File: config.mk
export PLATFORM = sky130hd
export DESIGN_NAME = ple_cell
export DESIGN_NICKNAME = d
export VERILOG_FILES = /design/src/hw/rtl/ple_pkg.sv /design/src/hw/rtl/ple_cell.sv
export SDC_FILE = /design/constraint.sdc
export NUM_CORES = 1
export LEC_CHECK = 0
export ABC_AREA = 1
export BUFFER_PORTS_ARGS = -buffer_cell sky130_fd_sc_hd__buf_2
export CAP_MARGIN = 20
export CORE_MARGIN = 2
export CORE_UTILIZATION = 40
export DETAILED_ROUTE_END_ITERATION = 10
export PLACE_DENSITY = 0.77
export SLEW_MARGIN = 10
export SYNTH_ARGS = -nofsm -noshare
export SYNTH_HDL_FRONTEND = slang
export SYNTH_SLANG_ARGS = --single-unit
File: constraint.sdc
create_clock -name clk -period 3 [get_ports clk]
set_clock_uncertainty 0.2 [all_clocks]
set_input_delay 0.45 -clock clk [delete_from_list [all_inputs] [get_ports clk]]
set_output_delay 0.45 -clock clk [all_outputs]
set_load 0.02 [all_outputs]
File: src/hw/rtl/ple_pkg.sv
// Package for the positional list engine.
// Holds the action and status codes and the control struct shared by the cells.
// No dependencies.
`timescale 1ns / 1ps

package ple_pkg;

	localparam int WORD_W   = 32;
	localparam int POS_W    = 7;
	localparam int LEN_W    = 7;
	localparam int ACTION_W = 2;
	localparam int STATUS_W = 3;

	typedef enum logic [ACTION_W-1:0] {
		ACT_READ   = 2'd0,
		ACT_INSERT = 2'd1,
		ACT_DELETE = 2'd2,
		ACT_NONE   = 2'd3
	} action_t;

	typedef enum logic [STATUS_W-1:0] {
		ST_OK         = 3'd0,
		ST_READ_RANGE = 3'd1,
		ST_BAD_INSERT = 3'd2,
		ST_BAD_DELETE = 3'd3,
		ST_FULL       = 3'd4
	} status_t;

	typedef enum logic [1:0] {
		CELL_HOLD   = 2'd0,
		CELL_INSERT = 2'd1,
		CELL_DELETE = 2'd2
	} cell_op_t;

	// Broadcast to every cell of the chain in each cycle.
	typedef struct packed {
		cell_op_t                 op;
		logic signed [WORD_W-1:0] word;
	} cell_ctrl_t;

endpackage

File: src/hw/rtl/ple_cell.sv
// One storage cell of the positional list chain.
// Holds one entry; takes the new word or its left/right neighbor's on insert/delete.
// Depends on ple_pkg.
`timescale 1ns / 1ps

module ple_cell
	import ple_pkg::*;
#(
	parameter int AXW   = 7,
	parameter int INDEX = 0
) (
	input  logic                     clk,
	input  cell_ctrl_t               ctrl,
	input  logic [AXW-1:0]           at,
	input  logic signed [WORD_W-1:0] left,
	input  logic signed [WORD_W-1:0] right,
	output logic signed [WORD_W-1:0] entry,
	output logic                     hit
);

	localparam logic [AXW-1:0] MY_INDEX = AXW'(INDEX);

	logic signed [WORD_W-1:0] entry_q;

	always_ff @(posedge clk) begin
		unique case (ctrl.op)
			CELL_INSERT: begin
				if (MY_INDEX == at) begin
					entry_q <= ctrl.word;
				end else if (MY_INDEX > at) begin
					entry_q <= left;
				end
			end
			CELL_DELETE: begin
				if (MY_INDEX >= at) begin
					entry_q <= right;
				end
			end
			default: begin
			end
		endcase
	end

	assign entry = entry_q;
	assign hit   = (MY_INDEX == at);

endmodule

==> flow_summary.yaml, run 1 <==
routing:
  vias: 2320
  routedWlPerCell_microns: 11.4
  drc: 0
  drtIter0Drc: 138
  firstDrtPassIters: 4
  antenna_left: 0
  vias_per_cell: 4.69
  routed_wirelength_microns: 5650
clock_tree:
  hold_buffers: 0
  clk_path_buf_depth: 2
  htreeDepth: 2
  cts-root-buf: "clkbuf_8"
  ctsResizeCount: 0
  clkSinkCount: 32
  clk_pin_slew_ns: 0.06
  cts_tree: "built"
  cts_setup_buffers: 0
  numCtsBuffers: 5
global_routing:
  grt_usage: 0.188
  grt_pass1_vias: 2221
  grt_max_degree: 33
  antenna_found_initial: 0
  overflow: 0
  grt_pass1_wl_microns: 9150
setup_path:
  path_cells: "buf_2 > nor2_1 > nand2_2 > inv_2 > nand2_1 > a21oi_4 > buf_12"
  cp.required_ns: 2.78
  cp_max_fo: 18
  startpoint_type: "input pin"
  critPathBufInv: 3
  worst-setup-path-type: "in2reg"
  end_kind: "flop"
  arrival_ns: 1.56
  critical-path-top-delay-family: "compound AO/OA/AOI/OAI gates"
  max_stage_delay_ns: 0.43
  cp_slowest_cell: "a21oi_4"
placed_design:
  pre_cts_ws_ns: 0.896
  routabilityCongestion: 0.788
  port_buffers: 138
  hpwl_microns: 4110
pwr:
  p_clk_frac: 0.295
  cellPowerDensity_nw_per_um2: 328
  p_total_w: 0.000962
  p_seq_frac: 0.518
  p_switching_w: 0.000227
  ir_worst_vdd_mv: 0.173
  p_sw_frac: 0.236
  power.internal_w: 0.000735
  p_leak_nw: 1.60
  power_frac_comb: 0.186
final_layout:
  largest_register_ffs: 32
  area_delta_synth_final_pct: 37.2
  drive_above_1_share: 0.367
  antenna_cells: 0
  nets: 531
yosys:
  synthTopCellsByArea: "edfxtp_1 (45%), nand3_1 (15%), inv_1 (12%)"
  synthTopCellsByCount: "inv_1 (70), nand2_1 (67), nand3_1 (64)"
  syn_area_sq_um: 2140
  synth.yosys.seq_area_share: 0.449
  synth_warnings: 0
  synthesis.nets: 398
  synth_top_area_share: 0.449
  async_reset_ff_frac: 0
  ys_types: 16
  synthFlopType: "edfxtp_1"
  ys_seq_elements: 32
  synth_area_per_cell_sq_um: 7.33
  synth.most_common_cell: "inv_1"
  synth_edf_count: 32
  synth.largest_area_cell: "edfxtp_1"
  syn_inst: 292
run_status:
  run_status: "finished, final reports clean"
die:
  initial_core_util: 0.417
  die_w_microns: 77.2
  ios: 139
  core_area_sq_um: 5140
  die_y_microns: 77.2
  rows: 26
  die-area_sq_um: 5950
sta:
  worstMarginPinSlew_ns: 0.624
  hold_violations: 0
  fin_setup_tns_ns: 0
  period_needed_ns: 1.78
  fin_ws_ns: 1.22
  fmax_ghz: 0.562
  period_share: 0.593
  slew_violations: 0
  setup_violations: 0
  max-slew-margin-rel: 0.583
  rsz0062_at_grt: "no"
hold_path:
  hp-class: "in2reg"
run:
  drv_cap: 0
final timing paths:
check                     from                   to  cells after the start  slack [ns]
worst max-delay path     at[5]  entry[25]$_DFFE_PP_                      7        1.22
worst min-delay path  right[1]   entry[1]$_DFFE_PP_                      3        0.26
power by group through the flow:
stage | logic (W) | clock network (W) | registers, W
final | 0.000179 | 0.000284 | 0.000498
after global routing | 0.000204 | 0.000317 | 0.000498
after CTS | 0.000181 | 0.000296 | 0.000498
after detailed placement | 0.000181 | 0 | 0.000508
after global placement | 0.000177 | 0 | 0.000508
after floorplan | 0.0000933 | 0 | 0.000510
stage by stage:
step / cell area (sq um) / hold slack, ns / cells / utilization
global route: 2940 / 0.246 / 495 / 0.571
detailed placement: 2860 / 0.528 / 488 / 0.556
floorplan: 2140 / 0.436 / 292 / -
global placement: 2860 / 0.527 / 488 / 0.556
CTS: 2940 / 0.245 / 495 / 0.571
finish: 2940 / 0.256 / 495 / 0.571
placed cells by master (no fill, tap or decap):
cell,count
a21oi_4,1
buf_12,1
buf_2,138
buf_4,5
clkbuf_8,5
clkinv_1,2
edfxtp_1,32
inv_1,70
inv_2,1
nand2_1,67
nand2_2,2
nand3_1,64
nor2_1,2
nor2_2,1
nor2_4,2
o21ai_0,2
o21ai_1,30
final cells by class:
| class | instances | area (sq um) |
|---|---|---|
| sequential | 32 | 961 |
| timing repair buffer | 144 | 748 |
| multi-input combinational | 171 | 797 |
| fill | 517 | 2200 |
| tap | 70 | 87.6 |
| clock inverter | 2 | 7.51 |
| inverter | 71 | 267 |
| clock buffer | 5 | 68.8 |
per-layer routing:
| layer | GRT usage | wire (microns) |
|---|---|---|
| met5 | 0 | 0 |
| met4 | 0.0804 | 119 |
| met3 | 0.0400 | 374 |
| met2 | 0.347 | 2960 |
| met1 | 0.207 | 2190 |
cell families (layout without fill, tap and decap cells):
kind of cell    Yosys count  count (layout)  share of synthesized area
buf+inv                  89             222                      0.182
flops                    32              32                      0.449
simple gates            138             138                      0.290
compound gates           33              33                     0.0789
worst min-delay path, stage by stage:
cell and delay (ns):
buf_2 0.07, nand2_1 0.04, nand2_1 0.05
No activity file was read; power rests on OpenSTA's default activity.
==> run 2, diff against run 1 <==
--- a/config.mk
+++ b/config.mk
@@ -5,13 +5,13 @@
 export SDC_FILE = /design/constraint.sdc
 export NUM_CORES = 1
 export LEC_CHECK = 0
-export ABC_AREA = 1
+export ABC_AREA = 0
 export BUFFER_PORTS_ARGS = -buffer_cell sky130_fd_sc_hd__buf_2
 export CAP_MARGIN = 20
 export CORE_MARGIN = 2
 export CORE_UTILIZATION = 40
 export DETAILED_ROUTE_END_ITERATION = 10
-export PLACE_DENSITY = 0.77
+export PLACE_DENSITY = 0.79
 export SLEW_MARGIN = 10
 export SYNTH_ARGS = -nofsm -noshare
 export SYNTH_HDL_FRONTEND = slang
==> constraint.sdc (replaced) <==
create_clock -name clk -period 1.8 [get_ports clk]
set_clock_uncertainty 0.2 [all_clocks]
set_input_delay 0.27 -clock clk [delete_from_list [all_inputs] [get_ports clk]]
set_output_delay 0.27 -clock clk [all_outputs]
set_load 0.02 [all_outputs]
==> flow_summary.yaml, run 2 <==
placed_design:
  hpwl_microns: 3970
  routabilityCongestion: 0.805
  port_buffers: 138
  dpl.cell_count: 377
sta:
  fin_ws_ns: -0.0797
  fmax_ghz: 0.532
  setup_violations: 33
  slew_violations: 0
  whs_ns: 0.0899
  period_share: 1.04
  period_needed_ns: 1.88
  rsz0062_at_grt: "yes"
  hold_violations: 0
  worstMarginPinSlew_ns: 0.320
  max-slew-margin-rel: 0.786
  fin_setup_tns_ns: -2.06
run:
  drv_cap: 0
setup_path:
  worst-setup-path-type: "in2out"
  arrival_ns: 1.41
  startpoint_type: "input pin"
  cp_slowest_cell: "or4_4"
  cp_max_fo: 3
  cp.required_ns: 1.33
  critPathLaunch: "at[6]"
  max_stage_delay_ns: 0.52
  end_kind: "output pin"
  cp-endpoint: "hit"
  path_cells: "buf_6 > or4_4 > or2_4 > buf_6 > inv_4 > buf_6"
  path_common_cell: "buf_6"
yosys:
  synth_edf_count: 32
  syn_area_sq_um: 1950
  synth.largest_area_cell: "edfxtp_1"
  ys_seq_elements: 32
  syn_inst: 192
  async_reset_ff_frac: 0
  ys_types: 20
  synth_warnings: 0
  synth.yosys.seq_area_share: 0.494
  synth_top_area_share: 0.494
  synthTopCellsByCount: "nand2_1 (40), edfxtp_1 (32), o211ai_1 (22)"
  synth.most_common_cell: "nand2_1"
  synth_area_per_cell_sq_um: 10.1
  synthFlopType: "edfxtp_1"
  synthTopCellsByArea: "edfxtp_1 (49%), o211ai_2 (12%), o211ai_1 (8.5%)"
  synthesis.nets: 298
run_status:
  violations: "negative setup slack"
  run_status: "finished, violations left"
routing:
  vias_per_cell: 5.19
  routed_wirelength_microns: 5040
  vias: 2008
  drtIter0Drc: 105
  firstDrtPassIters: 4
  routedWlPerCell_microns: 13.0
  antenna_left: 0
  drc: 0
die:
  die_y_microns: 73.7
  initial_core_util: 0.415
  die_w_microns: 73.7
  core_area_sq_um: 4690
  rows: 25
  ios: 139
  die-area_sq_um: 5440
clock_tree:
  cts-root-buf: "clkbuf_8"
  numCtsBuffers: 5
  clkSinkCount: 32
  clk_pin_slew_ns: 0.07
  hold_buffers: 0
  htreeDepth: 2
  cts_tree: "built"
  clk_path_buf_depth: 2
global_routing:
  grt_max_degree: 36
  antenna_found_initial: 0
  grt_pass1_wl_microns: 7760
  grt_pass1_vias: 1902
  overflow: 0
  grt_usage: 0.184
final_layout:
  postLayoutCoreUtil: 0.623
  antenna_cells: 0
  drive_above_1_share: 0.559
  nets: 438
  final_common_cell: "buf_2"
  area_delta_synth_final_pct: 50.2
  final_cell_mix: "buf_2 (135), nand2_1 (40), edfxtp_1 (32)"
  fill_cells: 386
  largest_register_ffs: 32
  stdcell_count: 387
pwr:
  ir_worst_vdd_mv: 0.426
  cellPowerDensity_nw_per_um2: 615
  p_leak_nw: 1.27
hold_path:
  hp-class: "in2reg"
  min_from: "right[2]"
## run 2: cell count changes after synthesis, moves of 3 or more
cell	before	now
buf_2	6	1
nand2_1	67	40
o21ai_1	30	0
clkbuf_2	3	0
nor2_1	2	13
o211ai_1	0	22
clkbuf_1	3	18
nand3_1	64	0
a31oi_1	0	12
inv_1	70	1
o21ai_0	2	12
o211ai_2	0	18
buf_6	6	2
nand4b_1	0	12
## run 2: logic make-up (layout without fill, tap and decap cells)
group                  count (synthesis)  after routing  share of synthesized area
and+or+nand+nor                       72             72                      0.181
buffers and inverters                 23            164                     0.0527
DFF                                   32             32                      0.494
AOI/OAI and AO/OA                     65             65                      0.273
## run 2: layout make-up
type	instances	area, sq um	share of cell area
repair buffers	155	876	0.300
clock buffers	5	68.8	0.0236
inverters	1	6.26	0.00214
clock inverters	3	42.5	0.0146
well taps	54	67.6	0.0231
flip-flops and latches	32	961	0.329
multi-input cells	137	900	0.308
## run 2: power by group
group / internal, W / leakage [nW] / switching (W) / total, W
Clock: 0.000409 / 0.0541 / 0.000250 / 0.000659
Combinational: 0.000163 / 0.929 / 0.000144 / 0.000307
Sequential: 0.000829 / 0.286 / 0.000000605 / 0.000830
## run 2: worst min-delay path by stage
| stage | endpoint | depth (start not counted) |
|---|---|---|
| 6_report | entry[2]$_DFFE_PP_ | 3 |
| 3_3_place_gp | entry[6]$_DFFE_PP_ | 3 |
| 3_5_place_dp | entry[24]$_DFFE_PP_ | 3 |
| 2_1_floorplan | entry[11]$_DFFE_PP_ | 2 |
| 5_1_grt | entry[5]$_DFFE_PP_ | 3 |
| 4_1_cts | entry[13]$_DFFE_PP_ | 3 |
## run 2: metal layers
layer,vias up,GRT usage,share of wire
li1,1018,-,-
met1,892,0.199,0.39
met2,92,0.339,0.51
met3,6,0.0535,0.088
met4,0,0.0606,0.012
met5,-,0,0
## run 2: critical path: cells and delay by family
kind / cells / cell delay, ns
buffers and inverters: 4 / 0.36
and+or+nand+nor: 2 / 0.77
## run 2: what timing repair did
item / CTS / global route
gates resized for setup: 8 / 6
setup buffers: 1 / 1
pin swaps: 2 / 3
cloned: 0 / 0
hold endpoints to repair: 0 / 0
setup endpoints to repair: 1 / 38
## run 2: per-stage QoR
stage                     power, W  worst slack (ns)  area (sq um)
after global placement     0.00114            -0.247          2740
after CTS                  0.00181            -0.111          2890
after global routing       0.00188            -0.112          2920
after detailed placement   0.00115            -0.256          2740
final                      0.00180           -0.0797          2920
after floorplan            0.00100            -0.676          1970
